==> src/design/tkl_pkg.sv <==
// shared types and constants for the top-k leaderboard
`default_nettype none
package tkl_pkg;

  // result status codes
  localparam logic [2:0] ST_NEW       = 3'd0;
  localparam logic [2:0] ST_MOVED     = 3'd1;
  localparam logic [2:0] ST_NOT_IMPR  = 3'd2;
  localparam logic [2:0] ST_NOT_RANK  = 3'd3;
  localparam logic [2:0] ST_BAD_LIST  = 3'd4;
  localparam logic [2:0] ST_TOO_LARGE = 3'd5;
  localparam logic [2:0] ST_ENTRY     = 3'd6;

  // configuration register indexes
  localparam logic CFG_MASK = 1'b0;
  localparam logic CFG_MAX  = 1'b1;

  localparam logic ACT_SUBMIT = 1'b0;
  localparam logic ACT_READ   = 1'b1;

  localparam int MAX_READ = 16;

  // datapath memory operation
  typedef enum logic [1:0] {
    MEM_NONE  = 2'd0,
    MEM_READ  = 2'd1,
    MEM_WRITE = 2'd2
  } mem_op_t;

  // controller to datapath commands
  typedef struct packed {
    logic    load;        // capture input transaction
    mem_op_t op;          // memory operation this cycle
    logic    wr_from_rd;  // write data is the registered read data, else new pair
    logic    addr_sel;    // 0 use rd pointer, 1 use wr pointer
    logic    ptr_inc;     // advance pointer
    logic    ptr_dec;     // step pointer down
    logic    ptr_load;    // load pointer from count minus one / found slot
    logic    note_scan;   // evaluate registered read data for scan
    logic    cnt_write;   // store new entry count
    logic    out_load;    // capture result
    logic [2:0] out_status;
    logic    out_last;
  } cmd_t;

  // datapath to controller status
  typedef struct packed {
    logic valid_list;
    logic too_large;
    logic action;
    logic ptr_at_count; // scan pointer reached count
    logic read_limit;   // read-out reached its result cap
    logic found;        // user seen during scan
    logic improves;     // key beats stored key of found user
    logic full_reject;  // insert slot at list length
    logic shift_done;   // shift pointer reached target
    logic empty;
  } stat_t;

endpackage
`default_nettype wire

==> src/design/tkl_ctrl.sv <==
// sequencer for submit and read transactions
`default_nettype none
module tkl_ctrl import tkl_pkg::*; (
  input  wire logic clk,
  input  wire logic rst,
  input  wire logic in_fire,
  output logic      in_ready,
  output logic      out_valid,
  input  wire logic out_ready,
  input  wire stat_t stat,
  output cmd_t      cmd
);
  typedef enum logic [9:0] {
    S_IDLE   = 10'b0000000001,
    S_DECIDE = 10'b0000000010,
    S_SRD    = 10'b0000000100,
    S_SCHK   = 10'b0000001000,
    S_PLAN   = 10'b0000010000,
    S_SHRD   = 10'b0000100000,
    S_SHWR   = 10'b0001000000,
    S_PUT    = 10'b0010000000,
    S_RRD    = 10'b0100000000,
    S_RSEND  = 10'b1000000000
  } state_t;

  state_t state, state_next;
  logic   out_pend, out_pend_next;
  assign out_valid = out_pend;
  assign in_ready = (state == S_IDLE) && !out_pend;

  always_ff @(posedge clk) begin
    if (rst) begin
      state    <= S_IDLE;
      out_pend <= 1'b0;
    end else begin
      state    <= state_next;
      out_pend <= out_pend_next;
    end
  end

  // next state and commands
  always_comb begin
    cmd = '0;
    state_next = state;
    out_pend_next = out_pend && !out_ready;
    case (state)
      S_IDLE: begin
        if (in_fire) begin
          cmd.load = 1'b1;
          state_next = S_DECIDE;
        end
      end
      S_DECIDE: begin
        if (stat.action == ACT_READ) begin
          if (!stat.valid_list) begin
            cmd.out_load = 1'b1; cmd.out_status = ST_BAD_LIST; cmd.out_last = 1'b1;
            out_pend_next = 1'b1; state_next = S_IDLE;
          end else if (stat.empty) state_next = S_IDLE;
          else state_next = S_RRD;
        end else if (stat.too_large) begin
          cmd.out_load = 1'b1; cmd.out_status = ST_TOO_LARGE; cmd.out_last = 1'b1;
          out_pend_next = 1'b1; state_next = S_IDLE;
        end else if (!stat.valid_list) begin
          cmd.out_load = 1'b1; cmd.out_status = ST_BAD_LIST; cmd.out_last = 1'b1;
          out_pend_next = 1'b1; state_next = S_IDLE;
        end else if (stat.empty) state_next = S_PLAN;
        else state_next = S_SRD;
      end
      // scan pass: read one entry, then evaluate it before the next read
      S_SRD: begin
        cmd.op = MEM_READ; cmd.ptr_inc = 1'b1; state_next = S_SCHK;
      end
      S_SCHK: begin
        cmd.note_scan = 1'b1;
        state_next = stat.ptr_at_count ? S_PLAN : S_SRD;
      end
      S_PLAN: begin
        if (stat.found && !stat.improves) begin
          cmd.out_load = 1'b1; cmd.out_status = ST_NOT_IMPR; cmd.out_last = 1'b1;
          out_pend_next = 1'b1; state_next = S_IDLE;
        end else if (stat.full_reject) begin
          cmd.out_load = 1'b1; cmd.out_status = ST_NOT_RANK; cmd.out_last = 1'b1;
          out_pend_next = 1'b1; state_next = S_IDLE;
        end else begin
          cmd.ptr_load = 1'b1; state_next = S_SHRD;
        end
      end
      // shift pass: move entries down one slot until the target
      S_SHRD: begin
        if (stat.shift_done) state_next = S_PUT;
        else begin
          cmd.op = MEM_READ; state_next = S_SHWR;
        end
      end
      S_SHWR: begin
        cmd.op = MEM_WRITE; cmd.addr_sel = 1'b1; cmd.wr_from_rd = 1'b1;
        cmd.ptr_dec = 1'b1; state_next = S_SHRD;
      end
      S_PUT: begin
        cmd.op = MEM_WRITE; cmd.addr_sel = 1'b1;
        cmd.out_load = 1'b1; cmd.out_last = 1'b1;
        cmd.out_status = stat.found ? ST_MOVED : ST_NEW;
        cmd.cnt_write = !stat.found;
        out_pend_next = 1'b1; state_next = S_IDLE;
      end
      // read-out: one entry per result, wait for the output slot
      S_RRD: begin
        if (!out_pend || out_ready) begin
          cmd.op = MEM_READ; cmd.ptr_inc = 1'b1; state_next = S_RSEND;
        end
      end
      S_RSEND: begin
        cmd.out_load = 1'b1; cmd.out_status = ST_ENTRY;
        cmd.out_last = stat.ptr_at_count || stat.read_limit;
        out_pend_next = 1'b1;
        state_next = cmd.out_last ? S_IDLE : S_RRD;
      end
      default: state_next = S_IDLE;
    endcase
  end

  // a held result is never overwritten
  a_no_overwrite: assert property (@(posedge clk) disable iff (rst)
    (out_pend && !out_ready) |-> !cmd.out_load)
    else $error("result overwritten while stalled");
  // input only accepted when idle and drained
  a_accept_idle: assert property (@(posedge clk) disable iff (rst)
    in_fire |-> (state == S_IDLE && !out_pend))
    else $error("input taken while busy");
  // every submit ends with a result loaded before idle
  a_put_result: assert property (@(posedge clk) disable iff (rst)
    (state == S_PUT) |=> out_pend)
    else $error("submit ended with no result");
endmodule
`default_nettype wire

==> config.mk <==
export PLATFORM = sky130hd
export DESIGN_NAME = tkl_ctrl
export DESIGN_NICKNAME = d
export VERILOG_FILES = /design/src/design/tkl_pkg.sv /design/src/design/tkl_ctrl.sv
export SDC_FILE = /design/constraint.sdc
export NUM_CORES = 1
export LEC_CHECK = 0
export BUFFER_PORTS_ARGS = -buffer_cell sky130_fd_sc_hd__buf_4
export CAP_MARGIN = 40
export CORE_MARGIN = 4
export CORE_UTILIZATION = 32
export CTS_CLUSTER_SIZE = 8
export DETAILED_ROUTE_END_ITERATION = 6
export PLACE_DENSITY_LB_ADDON = 0.15
export SYNTH_ARGS = -nofsm -noshare
export SYNTH_HDL_FRONTEND = slang
export SYNTH_SLANG_ARGS = --single-unit
==> constraint.sdc <==
create_clock -name clk -period 2.89 [get_ports clk]
set_input_delay 0.578 -clock clk [delete_from_list [all_inputs] [get_ports clk]]
set_output_delay 0.578 -clock clk [all_outputs]
set_load 0.01 [all_outputs]
==> impl_metrics.ini <==
[clock_tree]
clkSlewWorstSetupHoldPaths_ns = 0.07
cts_buffers = 3
ctsHoldBuffers = 0
postCtsSetupBuffers = 0
cts-htree-levels = 1
cts_tree = built
clk_latency_ns = 0.27
cts_root_buf = clkbuf_4
clkSinkCount = 11
max-clock-path-buffers = 2

[worst_setup_path]
worst_r2r_endpoint = state[5]
critPathCaptureType = output pin
r2r_cells = 4
cp_data_required_time_ns = 2.31
start_kind = flop
cp_max_fo = 8
cp.arrival_ns = 2.13
r2r_slack_ns = 0.95
rr_startpoint = state[4]
crit_type = flop to output pin

[sta]
setup_viol = 0
slew_headroom = 0.552
layout_min_cycle_time_ns = 2.70
tns_ns = 0
max_freq_ghz = 0.370
fin_crit_sh = 0.936
finalClockSkew_ns = 0.000982
worst_pin_slew_ns = 0.665
slew_violations = 0
finalHoldViolations = 0
grt_setup_unrepaired = no

[job]
max-cap-violations = 0

[min_path]
worst_hold_path.num_cells = 2
min_path_type = input port to flop
worstHoldStart = stat[1]
holdPathEnd = state[6]

[place]
io_buffer_count = 30
place_area_um2 = 1150
place_inst = 175
place.gp.congestion = 0.900
dp.final_hpwl_um = 2210

[die]
die_w_um = 62.1
initial_core_util = 0.336
row_count = 19
ios = 31
core_um2 = 2780
fp.dieH_um = 62.1
fp.dieArea_um2 = 3850

[layout]
finalInstanceArea_um2 = 1180
antennaDiodeCount = 0
drive_above_1_share = 0.297
syn_to_final_growth_pct = 26.6
nNetsFinal = 163
stdcell_count = 179

[logic_synthesis]
syn_inst = 124
yosysWarnings = 0
yosys-top-cells-area = dfxtp_1 (24%), nand2b_1 (6.7%), nor2_1 (4.8%)
synth_top_area_frac = 0.235
synthTopCellsByCount = nor2_1 (12), dfxtp_1 (11), nand2b_1 (10)
syn_nets = 138
yosys_register_bits = 11
synth_most_common_cell = nor2_1
synth-async-reset-ratio = 0
avgSynthCellArea_um2 = 7.55
synthDistinctLibCells = 45
ys_seq_area_frac = 0.235
synth_area_um2 = 936
ys.flop_type = dfxtp_1
synth_edf_count = 0
yosys.area.top_type = dfxtp_1

[global_routing]
antenna_found_initial = 0
grt_pass1_vias = 982
grt_max_degree = 12
overflow = 0
grt_use_total = 0.153
grt_pass1_wl_um = 4350

[power_and_ir_drop]
power_uw = 403
irDropWorstVdd_uv = 214
p_leak_uw = 0.000487
power.density_nw_per_um2 = 340

[run_status]
status = complete, no violations

[routing]
routed_wl_um = 2790
ant_nets = 0
vias_per_cell = 5.74
drc_errors = 0
drt-pass1-iter-count = 4
dr_total_vias = 1027
first_iter_violations = 43
detail_route.wl_per_cell_um = 15.6
==> timing repair <==
item                                   in CTS  in global routing
setup endpoints to repair                   0                  1
gates resized for setup                     0                  1
endpoints found under the hold margin       0                  0
==> routing by layer <==
layer | track usage | vias up | wire, um
met5 | 0 | - | 0
met4 | 0.0697 | 0 | 56
met3 | 0.0145 | 8 | 194
met2 | 0.250 | 40 | 1270
met1 | 0.202 | 465 | 1270
li1 | - | 514 | -
==> state kept, by name, summed over array words and instances (netlist names) <==
signal	flops
out_valid	1
state	10
==> how the worst max path moves through the flow <==
| stage | from | endpoint | cells past startpoint |
|---|---|---|---|
| after floorplan | state[0] | cmd[4] | 6 |
| after global placement | state[4] | cmd[5] | 5 |
| after detailed placement | state[5] | cmd[5] | 5 |
| after CTS | state[5] | cmd[5] | 5 |
| after global routing | state[4] | cmd[5] | 5 |
| final | state[4] | cmd[5] | 5 |
==> worst max-delay path: stages, from the launching register on <==
cell and delay, ns:
dfxtp_1 0.37, or4_4 0.60, or3_1 0.40, or2_1 0.27
nor2_1 0.10, buf_4 0.12
==> cells in the final DEF (no fill, tap or decap), drive strengths merged, types with 2 or more instances in the layout <==
| master | count |
|---|---|
| dfxtp | 11 |
| nand2 | 6 |
| inv | 4 |
| a21oi | 4 |
| nand2b | 10 |
| clkbuf | 4 |
| or4 | 4 |
| and2 | 2 |
| o2111ai | 2 |
| nor2b | 3 |
| buf | 31 |
| or2 | 4 |
| or3 | 3 |
| nor2 | 12 |
| a32oi | 2 |
| o21ai | 5 |
| a31oi | 2 |
| xor2 | 2 |
| nor4 | 10 |
| nor3 | 4 |
| nand4b | 2 |
==> where the power goes <==
part / internal [uW] / switching (uW) / total [uW]
Combinational: 65.0 / 60.8 / 126
Sequential: 158 / 15.3 / 173
Clock: 53.4 / 50.8 / 104
==> cells by family (layout without fill, tap and decap cells) <==
group / count (synthesis) / count (layout) / synth area share
AO/OA/AOI/OAI: 26 / 26 / 0.210
AND/OR/NAND/NOR: 69 / 69 / 0.455
buffers and inverters: 15 / 39 / 0.0722
flip-flops: 11 / 11 / 0.235
XOR/XNOR: 3 / 3 / 0.0281
==> area by class of cell <==
type	count	area (um2)
Multi-Input combinational cell	98	652
Tap cell	31	38.8
Timing Repair Buffer	31	233
Sequential cell	11	220
Clock buffer	4	26.3
Fill cell	280	1600
Inverter	4	15.0
==> per-stage QoR <==
| stage | hold WS, ns | utilization | worst slack [ns] |
|---|---|---|---|
| floorplan | 0.580 | - | 0.372 |
| global placement | 0.624 | 0.415 | 0.432 |
| detailed placement | 0.619 | 0.415 | 0.388 |
| CTS | 0.487 | 0.425 | 0.100 |
| global route | 0.487 | 0.426 | 0.0941 |
| finish | 0.487 | 0.426 | 0.185 |
Note: power is estimated with default switching activity, not from simulation.
